`src/rtl/cfr_pkg.sv`:
```
// ----------------------------------------------------------------------------
// cfr_pkg
// Shared types and constants of the checksummed frame receiver.
// ----------------------------------------------------------------------------
package cfr_pkg;

  localparam logic [7:0] HDR0    = 8'hA8;
  localparam logic [7:0] HDR1    = 8'h8A;
  localparam logic [7:0] TRAILER = 8'hED;

  typedef enum logic [3:0] {
    ST_IDLE,
    ST_H0_RD,
    ST_H0_WT,
    ST_H1_WT,
    ST_LEN_CHK,
    ST_LEN_WT,
    ST_LEN_CMP,
    ST_TRL_WT,
    ST_SUM_RD,
    ST_SUM_WT,
    ST_CHK_WT,
    ST_CMD_WT,
    ST_DONE
  } cfr_state_t;

  // byte offset from the buffer head that the read port addresses
  typedef enum logic [2:0] {
    OFF_0,
    OFF_1,
    OFF_2,
    OFF_3,
    OFF_SUM_IDX,
    OFF_LEN_P2,
    OFF_LEN_P3
  } cfr_off_t;

  typedef struct packed {
    logic     accept;
    cfr_off_t rd_sel;
    logic     drop1;
    logic     drop2;
    logic     ld_len;
    logic     sum_clr;
    logic     sum_add;
    logic     ld_cmd;
    logic     out_load;
  } cfr_cmd_t;

  typedef struct packed {
    logic cnt_le1;
    logic cnt_lt6;
    logic cnt_lt_len4;
    logic rd_is_hdr0;
    logic rd_is_hdr1;
    logic rd_is_trl;
    logic sum_match;
    logic idx_done;
    logic out_free;
  } cfr_stat_t;

endpackage

```
`src/rtl/cfr_ctrl.sv`:
```
// ----------------------------------------------------------------------------
// cfr_ctrl
// Sequencer: header scan, length and trailer check, checksum walk, result.
// ----------------------------------------------------------------------------
module cfr_ctrl (
  input  logic              clk,
  input  logic              rst_n,
  input  logic              in_tvalid,
  input  logic              in_clear,
  output logic              in_tready,
  input  cfr_pkg::cfr_stat_t stat,
  output cfr_pkg::cfr_cmd_t  cmd
);

  cfr_pkg::cfr_state_t state_r, state_nxt;

  always_ff @(posedge clk) begin
    if (!rst_n) begin
      state_r <= cfr_pkg::ST_IDLE;
    end else begin
      state_r <= state_nxt;
    end
  end

  always_comb begin
    state_nxt = state_r;
    unique case (state_r)
      cfr_pkg::ST_IDLE: begin
        if (in_tvalid) begin
          state_nxt = in_clear ? cfr_pkg::ST_DONE : cfr_pkg::ST_H0_RD;
        end
      end
      cfr_pkg::ST_H0_RD: begin
        state_nxt = stat.cnt_le1 ? cfr_pkg::ST_LEN_CHK : cfr_pkg::ST_H0_WT;
      end
      cfr_pkg::ST_H0_WT: begin
        state_nxt = stat.rd_is_hdr0 ? cfr_pkg::ST_H1_WT : cfr_pkg::ST_H0_RD;
      end
      cfr_pkg::ST_H1_WT: begin
        state_nxt = stat.rd_is_hdr1 ? cfr_pkg::ST_LEN_CHK : cfr_pkg::ST_H0_RD;
      end
      cfr_pkg::ST_LEN_CHK: begin
        state_nxt = stat.cnt_lt6 ? cfr_pkg::ST_DONE : cfr_pkg::ST_LEN_WT;
      end
      cfr_pkg::ST_LEN_WT: begin
        state_nxt = cfr_pkg::ST_LEN_CMP;
      end
      cfr_pkg::ST_LEN_CMP: begin
        state_nxt = stat.cnt_lt_len4 ? cfr_pkg::ST_DONE : cfr_pkg::ST_TRL_WT;
      end
      cfr_pkg::ST_TRL_WT: begin
        state_nxt = stat.rd_is_trl ? cfr_pkg::ST_SUM_RD : cfr_pkg::ST_DONE;
      end
      cfr_pkg::ST_SUM_RD: begin
        state_nxt = stat.idx_done ? cfr_pkg::ST_CHK_WT : cfr_pkg::ST_SUM_WT;
      end
      cfr_pkg::ST_SUM_WT: begin
        state_nxt = cfr_pkg::ST_SUM_RD;
      end
      cfr_pkg::ST_CHK_WT: begin
        state_nxt = stat.sum_match ? cfr_pkg::ST_CMD_WT : cfr_pkg::ST_DONE;
      end
      cfr_pkg::ST_CMD_WT: begin
        state_nxt = cfr_pkg::ST_DONE;
      end
      cfr_pkg::ST_DONE: begin
        if (stat.out_free) begin
          state_nxt = cfr_pkg::ST_IDLE;
        end
      end
      default: begin
        state_nxt = cfr_pkg::ST_IDLE;
      end
    endcase
  end

  always_comb begin
    in_tready    = 1'b0;
    cmd          = '0;
    cmd.rd_sel   = cfr_pkg::OFF_0;
    unique case (state_r)
      cfr_pkg::ST_IDLE: begin
        in_tready  = 1'b1;
        cmd.accept = in_tvalid;
      end
      cfr_pkg::ST_H0_RD: begin
        cmd.rd_sel = cfr_pkg::OFF_0;
      end
      cfr_pkg::ST_H0_WT: begin
        cmd.rd_sel = cfr_pkg::OFF_1;
        cmd.drop1  = !stat.rd_is_hdr0;
      end
      cfr_pkg::ST_H1_WT: begin
        cmd.drop1 = !stat.rd_is_hdr1;
      end
      cfr_pkg::ST_LEN_CHK: begin
        cmd.rd_sel = cfr_pkg::OFF_2;
      end
      cfr_pkg::ST_LEN_WT: begin
        cmd.ld_len = 1'b1;
      end
      cfr_pkg::ST_LEN_CMP: begin
        cmd.rd_sel = cfr_pkg::OFF_LEN_P3;
      end
      cfr_pkg::ST_TRL_WT: begin
        cmd.sum_clr = 1'b1;
        cmd.drop2   = !stat.rd_is_trl;
      end
      cfr_pkg::ST_SUM_RD: begin
        cmd.rd_sel = stat.idx_done ? cfr_pkg::OFF_LEN_P2 : cfr_pkg::OFF_SUM_IDX;
      end
      cfr_pkg::ST_SUM_WT: begin
        cmd.sum_add = 1'b1;
      end
      cfr_pkg::ST_CHK_WT: begin
        cmd.rd_sel = cfr_pkg::OFF_3;
        cmd.drop2  = !stat.sum_match;
      end
      cfr_pkg::ST_CMD_WT: begin
        cmd.ld_cmd = 1'b1;
      end
      cfr_pkg::ST_DONE: begin
        cmd.out_load = stat.out_free;
      end
      default: begin
        cmd.rd_sel = cfr_pkg::OFF_0;
      end
    endcase
  end

endmodule

```
`src/rtl/cfr_dpath.sv`:
```
// ----------------------------------------------------------------------------
// cfr_dpath
// Circular byte buffer, head and fill count, length, checksum and result
// register.
// ----------------------------------------------------------------------------
module cfr_dpath #(
  parameter int DEPTH = 64
) (
  input  logic              clk,
  input  logic              rst_n,
  input  logic              in_clear,
  input  logic [7:0]        in_byte,
  input  cfr_pkg::cfr_cmd_t  cmd,
  output cfr_pkg::cfr_stat_t stat,
  output logic              out_valid,
  input  logic              out_ready,
  output logic [31:0]       out_data
);

  localparam int IDX_W = $clog2(DEPTH);
  localparam int CNT_W = $clog2(DEPTH + 1);
  localparam int CW    = (CNT_W > 9) ? CNT_W : 9;

  logic [7:0]       mem [DEPTH];
  logic [7:0]       rd_data_r;
  logic [IDX_W-1:0] head_r, head_nxt;
  logic [CNT_W-1:0] cnt_r, cnt_nxt;
  logic [7:0]       len_r;
  logic [7:0]       sum_r;
  logic [7:0]       idx_r;
  logic [7:0]       rcmd_r;
  logic             ok_r;
  logic             ovf_r;

  logic             out_valid_r;
  logic             out_cmpl_r;
  logic [8:0]       out_len_r;
  logic [7:0]       out_rcmd_r;
  logic [6:0]       out_held_r;
  logic             out_ovf_r;

  logic             full;
  logic             wr_en;
  logic [8:0]       off;
  logic [IDX_W-1:0] rd_addr;
  logic [IDX_W-1:0] wr_addr;

  function automatic logic [IDX_W-1:0] wrap_add(input logic [IDX_W:0] s);
    logic [IDX_W:0] w;
    w = (s >= (IDX_W+1)'(DEPTH)) ? s - (IDX_W+1)'(DEPTH) : s;
    return w[IDX_W-1:0];
  endfunction

  assign full  = (cnt_r >= CNT_W'(DEPTH));
  assign wr_en = cmd.accept && !in_clear && !full;

  always_comb begin
    case (cmd.rd_sel)
      cfr_pkg::OFF_0:       off = 9'd0;
      cfr_pkg::OFF_1:       off = 9'd1;
      cfr_pkg::OFF_2:       off = 9'd2;
      cfr_pkg::OFF_3:       off = 9'd3;
      cfr_pkg::OFF_SUM_IDX: off = {1'b0, idx_r} + 9'd2;
      cfr_pkg::OFF_LEN_P2:  off = {1'b0, len_r} + 9'd2;
      cfr_pkg::OFF_LEN_P3:  off = {1'b0, len_r} + 9'd3;
      default:              off = 9'd0;
    endcase
  end

  assign rd_addr = wrap_add({1'b0, head_r} + (IDX_W+1)'(off));
  assign wr_addr = wrap_add({1'b0, head_r} + (IDX_W+1)'(cnt_r));

  always_ff @(posedge clk) begin
    if (wr_en) begin
      mem[wr_addr] <= in_byte;
    end
    rd_data_r <= mem[rd_addr];
  end

  always_comb begin
    head_nxt = head_r;
    cnt_nxt  = cnt_r;
    if (cmd.accept && in_clear) begin
      head_nxt = '0;
      cnt_nxt  = '0;
    end else if (wr_en) begin
      cnt_nxt = cnt_r + CNT_W'(1);
    end else if (cmd.drop1) begin
      head_nxt = wrap_add({1'b0, head_r} + (IDX_W+1)'(1));
      cnt_nxt  = cnt_r - CNT_W'(1);
    end else if (cmd.drop2) begin
      head_nxt = wrap_add({1'b0, head_r} + (IDX_W+1)'(2));
      cnt_nxt  = cnt_r - CNT_W'(2);
    end
  end

  always_ff @(posedge clk) begin
    if (!rst_n) begin
      head_r      <= '0;
      cnt_r       <= '0;
      ok_r        <= 1'b0;
      ovf_r       <= 1'b0;
      out_valid_r <= 1'b0;
    end else begin
      head_r <= head_nxt;
      cnt_r  <= cnt_nxt;
      if (cmd.accept) begin
        ok_r  <= 1'b0;
        ovf_r <= !in_clear && full;
      end else if (cmd.ld_cmd) begin
        ok_r <= 1'b1;
      end
      if (cmd.out_load) begin
        out_valid_r <= 1'b1;
      end else if (out_ready) begin
        out_valid_r <= 1'b0;
      end
    end
  end

  always_ff @(posedge clk) begin
    if (cmd.ld_len) begin
      len_r <= rd_data_r;
    end
    if (cmd.sum_clr) begin
      sum_r <= '0;
      idx_r <= '0;
    end else if (cmd.sum_add) begin
      sum_r <= sum_r + rd_data_r;
      idx_r <= idx_r + 8'd1;
    end
    if (cmd.ld_cmd) begin
      rcmd_r <= rd_data_r;
    end
    if (cmd.out_load) begin
      out_cmpl_r <= ok_r;
      out_len_r  <= ok_r ? ({1'b0, len_r} + 9'd4) : '0;
      out_rcmd_r <= ok_r ? rcmd_r : '0;
      out_held_r <= 7'(cnt_r);
      out_ovf_r  <= ovf_r;
    end
  end

  always_comb begin
    stat.cnt_le1     = (cnt_r <= CNT_W'(1));
    stat.cnt_lt6     = (cnt_r < CNT_W'(6));
    stat.cnt_lt_len4 = (CW'(cnt_r) < (CW'(len_r) + CW'(4)));
    stat.rd_is_hdr0  = (rd_data_r == cfr_pkg::HDR0);
    stat.rd_is_hdr1  = (rd_data_r == cfr_pkg::HDR1);
    stat.rd_is_trl   = (rd_data_r == cfr_pkg::TRAILER);
    stat.sum_match   = (sum_r == rd_data_r);
    stat.idx_done    = (idx_r == len_r);
    stat.out_free    = !out_valid_r || out_ready;
  end

  assign out_valid = out_valid_r;
  assign out_data  = {6'd0, out_ovf_r, out_held_r, out_rcmd_r, out_len_r, out_cmpl_r};

  a_cnt_bound: assert property (@(posedge clk) disable iff (!rst_n)
    cnt_r <= CNT_W'(DEPTH))
    else $error("fill count above buffer depth");

  a_load_free: assert property (@(posedge clk) disable iff (!rst_n)
    cmd.out_load |-> (!out_valid_r || out_ready))
    else $error("result loaded over an untaken result");

  a_clear: assert property (@(posedge clk) disable iff (!rst_n)
    cmd.accept && in_clear |=> cnt_r == '0)
    else $error("clear did not empty the buffer");

  a_drop2: assert property (@(posedge clk) disable iff (!rst_n)
    cmd.drop2 |-> cnt_r >= CNT_W'(6))
    else $error("header drop with too few bytes held");

endmodule

```
`src/rtl/checksummed_frame_receiver.sv`:
```
// ----------------------------------------------------------------------------
// checksummed_frame_receiver
// Collects received bytes and reports after each one whether the buffer head
// holds a complete A8 8A L .. S ED frame with a good checksum.
//
// Input channel: one transfer per received byte (in_tuser = 0) or per buffer
// clear (in_tuser = 1). Result channel: one transfer per input transfer with
// the frame status, its length and command byte, the bytes held and an
// overflow flag for a byte dropped on a full buffer.
// Each item is processed alone by a sequencer over a buffer memory with a
// write port and a registered read port; in_tready is high only between
// items. A clear goes straight to the result. A byte is stored if there is
// room, then the header scan drops bytes from the head until A8 8A leads it
// or at most one byte is left, then the length, trailer and checksum are
// checked and, for a complete frame, the command byte is loaded. out_tvalid
// rises as the sequencer returns to idle.
// The result register holds a finished result while out_tready is low; the
// next item is then accepted and runs, and waits to load its result.
// Reset empties the buffer (head and fill count to zero) and clears the
// result valid; buffer contents are not cleared.
// ----------------------------------------------------------------------------
module checksummed_frame_receiver #(
  parameter int BUFFER_DEPTH = 64
) (
  input  logic        clk,
  input  logic        rst_n,
  input  logic        in_tvalid,
  output logic        in_tready,
  input  logic [7:0]  in_tdata,   // [7:0] rx_byte
  input  logic        in_tuser,   // [0] opcode
  output logic        out_tvalid,
  input  logic        out_tready,
  output logic [31:0] out_tdata   // [0] frame_complete, [9:1] frame_length,
                                  // [17:10] reply_command, [24:18] bytes_held,
                                  // [25] overflow, [31:26] zero
);

  cfr_pkg::cfr_cmd_t  cmd;
  cfr_pkg::cfr_stat_t stat;

  cfr_ctrl u_ctrl (
    .clk       (clk),
    .rst_n     (rst_n),
    .in_tvalid (in_tvalid),
    .in_clear  (in_tuser),
    .in_tready (in_tready),
    .stat      (stat),
    .cmd       (cmd)
  );

  cfr_dpath #(
    .DEPTH (BUFFER_DEPTH)
  ) u_dpath (
    .clk       (clk),
    .rst_n     (rst_n),
    .in_clear  (in_tuser),
    .in_byte   (in_tdata),
    .cmd       (cmd),
    .stat      (stat),
    .out_valid (out_tvalid),
    .out_ready (out_tready),
    .out_data  (out_tdata)
  );

endmodule
```
`config.mk`:
```
export PLATFORM = sky130hd
export DESIGN_NAME = checksummed_frame_receiver
export DESIGN_NICKNAME = d
export VERILOG_FILES = /design/src/rtl/cfr_pkg.sv /design/src/rtl/cfr_ctrl.sv /design/src/rtl/cfr_dpath.sv /design/src/rtl/checksummed_frame_receiver.sv
export SDC_FILE = /design/constraint.sdc
export NUM_CORES = 1
export LEC_CHECK = 0
export ABC_CLOCK_PERIOD_IN_PS = 7250
export BUFFER_PORTS_ARGS = -buffer_cell sky130_fd_sc_hd__buf_2
export CAP_MARGIN = 20
export CORE_ASPECT_RATIO = 0.9
export CORE_UTILIZATION = 43
export DETAILED_ROUTE_END_ITERATION = 16
export PLACE_DENSITY_LB_ADDON = 0.1
export SLEW_MARGIN = 20
export SYNTH_ARGS = -nofsm -noshare
export SYNTH_HDL_FRONTEND = slang
export SYNTH_SLANG_ARGS = --single-unit
```
`constraint.sdc`:
```
create_clock -name clk -period 7.25 [get_ports clk]
set_input_delay 1.45 -clock clk [delete_from_list [all_inputs] [get_ports clk]]
set_output_delay 1.45 -clock clk [all_outputs]
set_load 0.01 [all_outputs]
```
==> impl_metrics.py, run 1 <==
metrics = {
    "placed_design": {
        "dp_slack_ns": 2.28,
        "placed_cell_area_um2": 25900,
        "gp_congestion": 0.808,
        "dp_hpwl_mm": 34.9,
        "io_buffers": 40,
    },
    "floorplanning": {
        "io_pins": 47,
        "die_area_um2": 58800,
        "initial_core_util": 0.436,
        "die_w_um": 256,
        "rows": 83,
        "core-area_um2": 57100,
        "fp.dieH_um": 230,
    },
    "worst_setup_path": {
        "path_class": "reg2reg",
        "crit_arrival_ns": 5.52,
        "worstRegToRegCells": 11,
        "cp-end-kind": "flip-flop",
        "rrSetupSlack_ns": 2.24,
        "r2r_end": "u_dpath.rd_data_r[7]$_DFF_P_",
        "crit_chain": "or3_1, o211ai_1, ha_4, fa_4, buf_4, buf_4, mux4_2, mux2_2, o22ai_1, a221oi_1, mux2_2",
        "start_kind": "flip-flop",
        "critical_path_peak_fanout": 37,
        "timing.rr.start": "u_ctrl.state_r[3]$_SDFFE_PN0P_",
        "cpMaxStageDelayCell": "fa_4",
        "cp_slowest_stage_delay_ns": 1.25,
        "cp.required_ns": 7.76,
    },
    "timing": {
        "slew_headroom": 0.316,
        "fin_skew_ns": 0.0326,
        "rsz0062_at_grt": "no",
        "final.min_clock_period_ns": 5.01,
        "fin_crit_sh": 0.691,
        "setup-tns-final_ns": 0,
        "timing.final.max_slew_violations": 0,
        "setup_violations": 0,
        "max_freq_ghz": 0.200,
        "timing_hold_violations_final": 0,
        "setup_ws_ns": 2.24,
        "tightestPinTransition_ns": 1.02,
    },
    "grt": {
        "grt_use_met3": 0.0340,
        "grt.busiest_layer": "met2",
        "antenna_found_initial": 0,
        "met2_usage": 0.309,
        "grt_max_degree": 65,
        "grt_pass1_vias": 12800,
        "grt_overflow": 0,
        "grt_use_met1": 0.283,
        "grt_pass1_wl_mm": 85.6,
        "grt_usage": 0.197,
    },
    "cells_and_area": {
        "fillCellCount": 4764,
        "drive_gt1_frac": 0.226,
        "syn2layout_area_growth_pct": 12.0,
        "fin_area_um2": 27900,
        "nets": 1497,
        "n_antenna_cell": 0,
    },
    "logic_synthesis": {
        "async_reset_ff_frac": 0,
        "synth_top_area_frac": 0.669,
        "post-synth-top-count-cell": "edfxtp_1",
        "ys_types": 77,
        "synth_area_leaders": "edfxtp_1 67%, mux4_2 12%, dfxtp_1 3.5%",
        "yosys_most_used_dff": "edfxtp_1",
        "ys_seq_elements": 598,
        "synth.avg_cell_area_um2": 18.0,
        "syn_inst": 1384,
        "ys_seq_area_frac": 0.704,
        "yosys_warnings": 0,
        "synth_edf_count": 554,
        "yosysTopAreaCell": "edfxtp_1",
        "synthesis.area_um2": 24900,
        "yosys-top-cells-count": "554 x edfxtp_1, 128 x mux4_2, 115 x nor2_1, 45 x nand2_1, 44 x dfxtp_1",
    },
    "route": {
        "drcViolationCount": 0,
        "drtIter0Drc": 1123,
        "detail-route-antenna-nets": 0,
        "routedWlPerCell_um": 25.2,
        "vias": 12700,
        "viasPerCell": 5.62,
        "wl_mm": 57.0,
        "first_pass_iters": 5,
    },
    "power": {
        "power_frac_seq": 0.425,
        "p_total_uw": 9660,
        "peakVddDrop_v": 0.000242,
        "combPwrFrac": 0.262,
        "p_per_area_nw_per_um2": 347,
        "swShare": 0.298,
        "p_sw_uw": 2870,
        "cellLeakagePower_uw": 0.00872,
        "clkPwrFrac": 0.313,
        "intPower_uw": 6780,
    },
    "clock_network": {
        "cts_tree": "yes",
        "insertion_delay_ns": 0.65,
        "clk_pin_slew_worst_paths_ns": 0.06,
        "cts_setup_buffers": 0,
        "ctsHoldBuffers": 0,
        "root_buffer": "clkbuf_16",
        "cts_made_buffers": 61,
        "htree_levels": 2,
        "cts_sinks": 598,
        "postCtsResizedCells": 0,
        "clk_path_buf_depth": 3,
    },
    "min_path": {
        "hold_class": "reg2reg",
        "min_delay_path_depth": 0,
        "holdCritStartpoint": "u_dpath.ovf_r$_SDFFE_PN0P_",
        "hold_end": "u_dpath.out_ovf_r$_DFFE_PP_",
    },
    "flow_run": {
        "maxCapViolCount": 0,
    },
    "status": {
        "status": "complete, no violations",
    },
}
==> worst max-delay path, delay by kind of cell (launching register included) <==
| family | cells | cell delay, ns |
|---|---|---|
| multiplexers | 3 | 0.93 |
| adder cells (fa/ha/maj) | 2 | 1.47 |
| AO/OA/AOI/OAI | 3 | 0.44 |
| buffers and inverters | 2 | 0.94 |
| flip-flops | 1 | 0.69 |
| AND/OR/NAND/NOR | 1 | 0.38 |
==> area by class of cell <==
class | instances | area (um2) | share of cell area
Clock buffer | 82 | 1640 | 0.0587
Sequential cell | 598 | 17500 | 0.629
Clock inverter | 33 | 287 | 0.0103
Timing Repair Buffer | 61 | 390 | 0.0140
Inverter | 20 | 75.1 | 0.00269
Multi-Input combinational cell | 704 | 7000 | 0.251
Tap cell | 765 | 957 | 0.0344
==> power groups by stage <==
stage / clock network (uW) / registers [uW] / logic, uW
finish: 3030 / 4100 / 2530
detailed placement: 0 / 4180 / 2560
CTS: 3090 / 4100 / 2570
floorplan: 0 / 4050 / 1880
global placement: 0 / 4170 / 2550
global route: 3210 / 4120 / 2730
==> per-stage QoR <==
stage / hold slack (ns) / util / instances
global route: 0.450 / 0.488 / 2263
floorplan: 0.409 / - / 1389
CTS: 0.438 / 0.488 / 2263
finish: 0.434 / 0.488 / 2263
detailed placement: 0.422 / 0.454 / 2148
global placement: 0.420 / 0.454 / 2148
==> how the worst max path moves through the flow <==
| stage | from | end | slack [ns] | cells past startpoint |
|---|---|---|---|---|
| 2_1_floorplan | u_ctrl.state_r[3]$_SDFFE_PN0P_ | u_dpath.rd_data_r[3]$_DFF_P_ | 3.95 | 12 |
| 3_3_place_gp | u_ctrl.state_r[3]$_SDFFE_PN0P_ | u_dpath.rd_data_r[0]$_DFF_P_ | 2.33 | 11 |
| 3_5_place_dp | u_ctrl.state_r[3]$_SDFFE_PN0P_ | u_dpath.rd_data_r[0]$_DFF_P_ | 2.28 | 11 |
| 4_1_cts | u_ctrl.state_r[3]$_SDFFE_PN0P_ | u_dpath.rd_data_r[0]$_DFF_P_ | 2.26 | 11 |
| 5_1_grt | u_ctrl.state_r[3]$_SDFFE_PN0P_ | u_dpath.rd_data_r[7]$_DFF_P_ | 2.05 | 11 |
| 6_report | u_ctrl.state_r[3]$_SDFFE_PN0P_ | u_dpath.rd_data_r[7]$_DFF_P_ | 2.24 | 11 |
==> sequential cells by signal (all words and copies together) (netlist names) <==
signal	cells
u_dpath.out_valid	1
u_dpath.ovf_r	1
u_dpath.rcmd_r	8
u_dpath.len_r	8
u_dpath.out_held_r	7
u_dpath.idx_r	8
u_dpath.sum_r	8
u_dpath.out_ovf_r	1
u_ctrl.state_r	4
u_dpath.out_rcmd_r	8
u_dpath.out_len_r	9
u_dpath.mem	512
u_dpath.rd_data_r	8
u_dpath.cnt_r	7
u_dpath.ok_r	1
u_dpath.out_cmpl_r	1
u_dpath.head_r	6
==> layer usage <==
layer  up-vias  routed length [um]  share of wire
li1       5669                   -              -
met1      6597               25600           0.45
met2       365               26700           0.47
met3        94                3410          0.060
met4         0                1370          0.024
met5         -                   0              0
==> logic make-up (layout without fill, tap and decap cells) <==
group,count (synthesis),after routing,share of synthesized area
AOI/OAI and AO/OA,135,135,0.0391
adders and majority gates,38,38,0.0200
xor gates and xnor gates,46,46,0.0172
muxes,202,202,0.148
and+or+nand+nor,277,277,0.0545
other,1,6,0.000151
DFF,598,598,0.704
buffers and inverters,87,196,0.0173
==> cells in the final DEF (no fill, tap or decap), drive strengths merged, types with 22 or more instances in the layout <==
cell type  instances
clkbuf            82
ha                35
a21oi             26
nor2             118
clkinv            26
edfxtp           554
mux4             128
mux2i             32
mux2              42
buf               61
dfxtp             44
nand2             45
o22ai             22
xnor2             29
nand3             28
Note: power is estimated with default switching activity, not from simulation.
==> run 2, diff against run 1 <==
--- a/config.mk
+++ b/config.mk
@@ -5,7 +5,7 @@
 export SDC_FILE = /design/constraint.sdc
 export NUM_CORES = 1
 export LEC_CHECK = 0
-export ABC_CLOCK_PERIOD_IN_PS = 7250
+export ABC_CLOCK_PERIOD_IN_PS = 4400
 export BUFFER_PORTS_ARGS = -buffer_cell sky130_fd_sc_hd__buf_2
 export CAP_MARGIN = 20
 export CORE_ASPECT_RATIO = 0.9
==> constraint.sdc (replaced) <==
create_clock -name clk -period 4.4 [get_ports clk]
set_input_delay 0.88 -clock clk [delete_from_list [all_inputs] [get_ports clk]]
set_output_delay 0.88 -clock clk [all_outputs]
set_load 0.01 [all_outputs]
==> impl_metrics.py, run 2 (same netlist as run 1, synthesis figures left out) <==
metrics = {
    "status": {
        "status": "complete, no violations",
    },
    "cells_and_area": {
        "mostFrequentLayoutCell": "edfxtp_1",
        "syn2layout_area_growth_pct": 15.5,
        "fin_area_um2": 28700,
        "registers.top_by_ff_count": "u_dpath.mem",
        "n_antenna_cell": 0,
        "largest_register_ffs": 512,
        "final_cell_mix": "554 x edfxtp_1, 128 x mux4_2, 115 x nor2_1",
        "top_regs": "u_dpath.mem: 512 flops, u_dpath.out_len_r: 9 flops",
        "nets": 1594,
        "drive_gt1_frac": 0.278,
    },
    "power": {
        "intPower_uw": 11500,
        "swShare": 0.294,
        "cellLeakagePower_uw": 0.00930,
        "clkPwrFrac": 0.318,
        "peakVddDrop_v": 0.000372,
        "p_sw_uw": 4810,
        "combPwrFrac": 0.273,
        "power_frac_seq": 0.409,
        "p_per_area_nw_per_um2": 569,
    },
    "timing": {
        "setup_violations": 0,
        "fin_crit_sh": 0.915,
        "timing_hold_violations_final": 0,
        "setup-tns-final_ns": 0,
        "max_freq_ghz": 0.248,
        "final.min_clock_period_ns": 4.03,
        "timing.final.max_slew_violations": 0,
        "rsz0062_at_grt": "no",
        "tightestPinTransition_ns": 0.891,
        "slew_headroom": 0.406,
        "fin_skew_ns": 0.0326,
    },
    "clock_network": {
        "cts_setup_buffers": 0,
        "postCtsResizedCells": 0,
        "cts_made_buffers": 61,
        "root_buffer": "clkbuf_16",
        "htree_levels": 2,
        "cts_sinks": 598,
        "clk_pin_slew_worst_paths_ns": 0.06,
        "clk_path_buf_depth": 3,
        "insertion_delay_ns": 0.64,
        "ctsHoldBuffers": 0,
        "cts_tree": "yes",
    },
    "floorplanning": {
        "io_pins": 47,
        "fp.dieH_um": 230,
        "core-area_um2": 57100,
        "initial_core_util": 0.436,
        "die_area_um2": 58800,
        "rows": 83,
        "die_w_um": 256,
    },
    "grt": {
        "grt_pass1_vias": 13200,
        "grt_max_degree": 58,
        "antenna_found_initial": 0,
        "grt_overflow": 0,
        "grt_usage": 0.201,
        "grt_pass1_wl_mm": 87.2,
    },
    "route": {
        "vias": 13000,
        "viasPerCell": 5.52,
        "routedWlPerCell_um": 24.6,
        "first_pass_iters": 7,
        "wl_mm": 58.0,
        "drtIter0Drc": 1089,
        "detail-route-antenna-nets": 0,
        "drcViolationCount": 0,
    },
    "worst_setup_path": {
        "timing.rr.start": "u_ctrl.state_r[1]$_SDFFE_PN0P_",
        "path_class": "reg2reg",
        "crit_start": "u_ctrl.state_r[1]$_SDFFE_PN0P_",
        "critical_path_peak_fanout": 57,
        "cp-end-kind": "flip-flop",
        "crit_arrival_ns": 4.55,
        "cp.required_ns": 4.92,
        "start_kind": "flip-flop",
    },
    "placed_design": {
        "placed_cell_area_um2": 26700,
        "io_buffers": 40,
        "dp_hpwl_mm": 37.4,
        "gp_congestion": 0.865,
    },
    "min_path": {
        "hold_class": "reg2reg",
        "holdCritStartpoint": "u_dpath.ovf_r$_SDFFE_PN0P_",
    },
    "flow_run": {
        "maxCapViolCount": 0,
    },
}
## run 2: cell count changes in the layout (fill, tap and decap cells not counted), sizes merged
cell and delta:
clkinvlp -1, clkbuf -9, buf +97, bufinv +4, inv +2
## run 2: area by class of cell
cell class	instances	area (um2)
Fill cell	4744	28400
Sequential cell	598	17500
Multi-Input combinational cell	704	7000
Clock buffer	73	1610
Timing Repair Buffer	158	1200
Tap cell	765	957
Clock inverter	38	393
Inverter	20	75.1
## run 2: metrics by stage
stage | worst slack [ns] | std cells | util | hold WS, ns | power (uW)
4_1_cts | 0.378 | 2356 | 0.503 | 0.421 | 16500
2_1_floorplan | 1.10 | 1389 | - | 0.409 | 9790
3_5_place_dp | 0.401 | 2245 | 0.468 | 0.427 | 11300
6_report | 0.374 | 2356 | 0.503 | 0.428 | 16400
5_1_grt | 0.280 | 2356 | 0.503 | 0.445 | 17000
3_3_place_gp | 0.376 | 2244 | 0.468 | 0.416 | 11300
## run 2: worst paths after layout
path,to,slack [ns],cells after the start
max,u_dpath.rd_data_r[5]$_DFF_P_,0.37,12
min,u_dpath.out_ovf_r$_DFFE_PP_,0.43,0
max reg2reg,u_dpath.rd_data_r[5]$_DFF_P_,0.37,12
min reg2reg,u_dpath.out_ovf_r$_DFFE_PP_,0.43,0
## run 2: power by group through the flow
stage                     clock, uW  combinational, uW  sequential (uW)
final                          5200               4470             6690
after global routing           5500               4830             6710
after CTS                      5300               4550             6690
after detailed placement          0               4530             6810
after global placement            0               4520             6800
after floorplan                   0               3110             6680
## run 2: routing by layer
layer / up-vias / global-route usage / wire, um
met2: 338 / 0.308 / 26400
met1: 6704 / 0.298 / 27300
li1: 5874 / - / -
met3: 83 / 0.0385 / 3190
met5: - / 0 / 0
met4: 0 / 0.0472 / 1110
## run 2: worst max-delay path, stage by stage (launching register included)
cell,delay (ns)
dfxtp_1,0.34
buf_4,0.19
nor2b_1,0.16
nand2_1,0.08
o211ai_1,0.15
ha_4,0.21
fa_4,0.91
buf_12,0.36
mux4_2,0.38
mux2_2,0.34
o22ai_1,0.29
a221oi_1,0.13
mux2_2,0.31
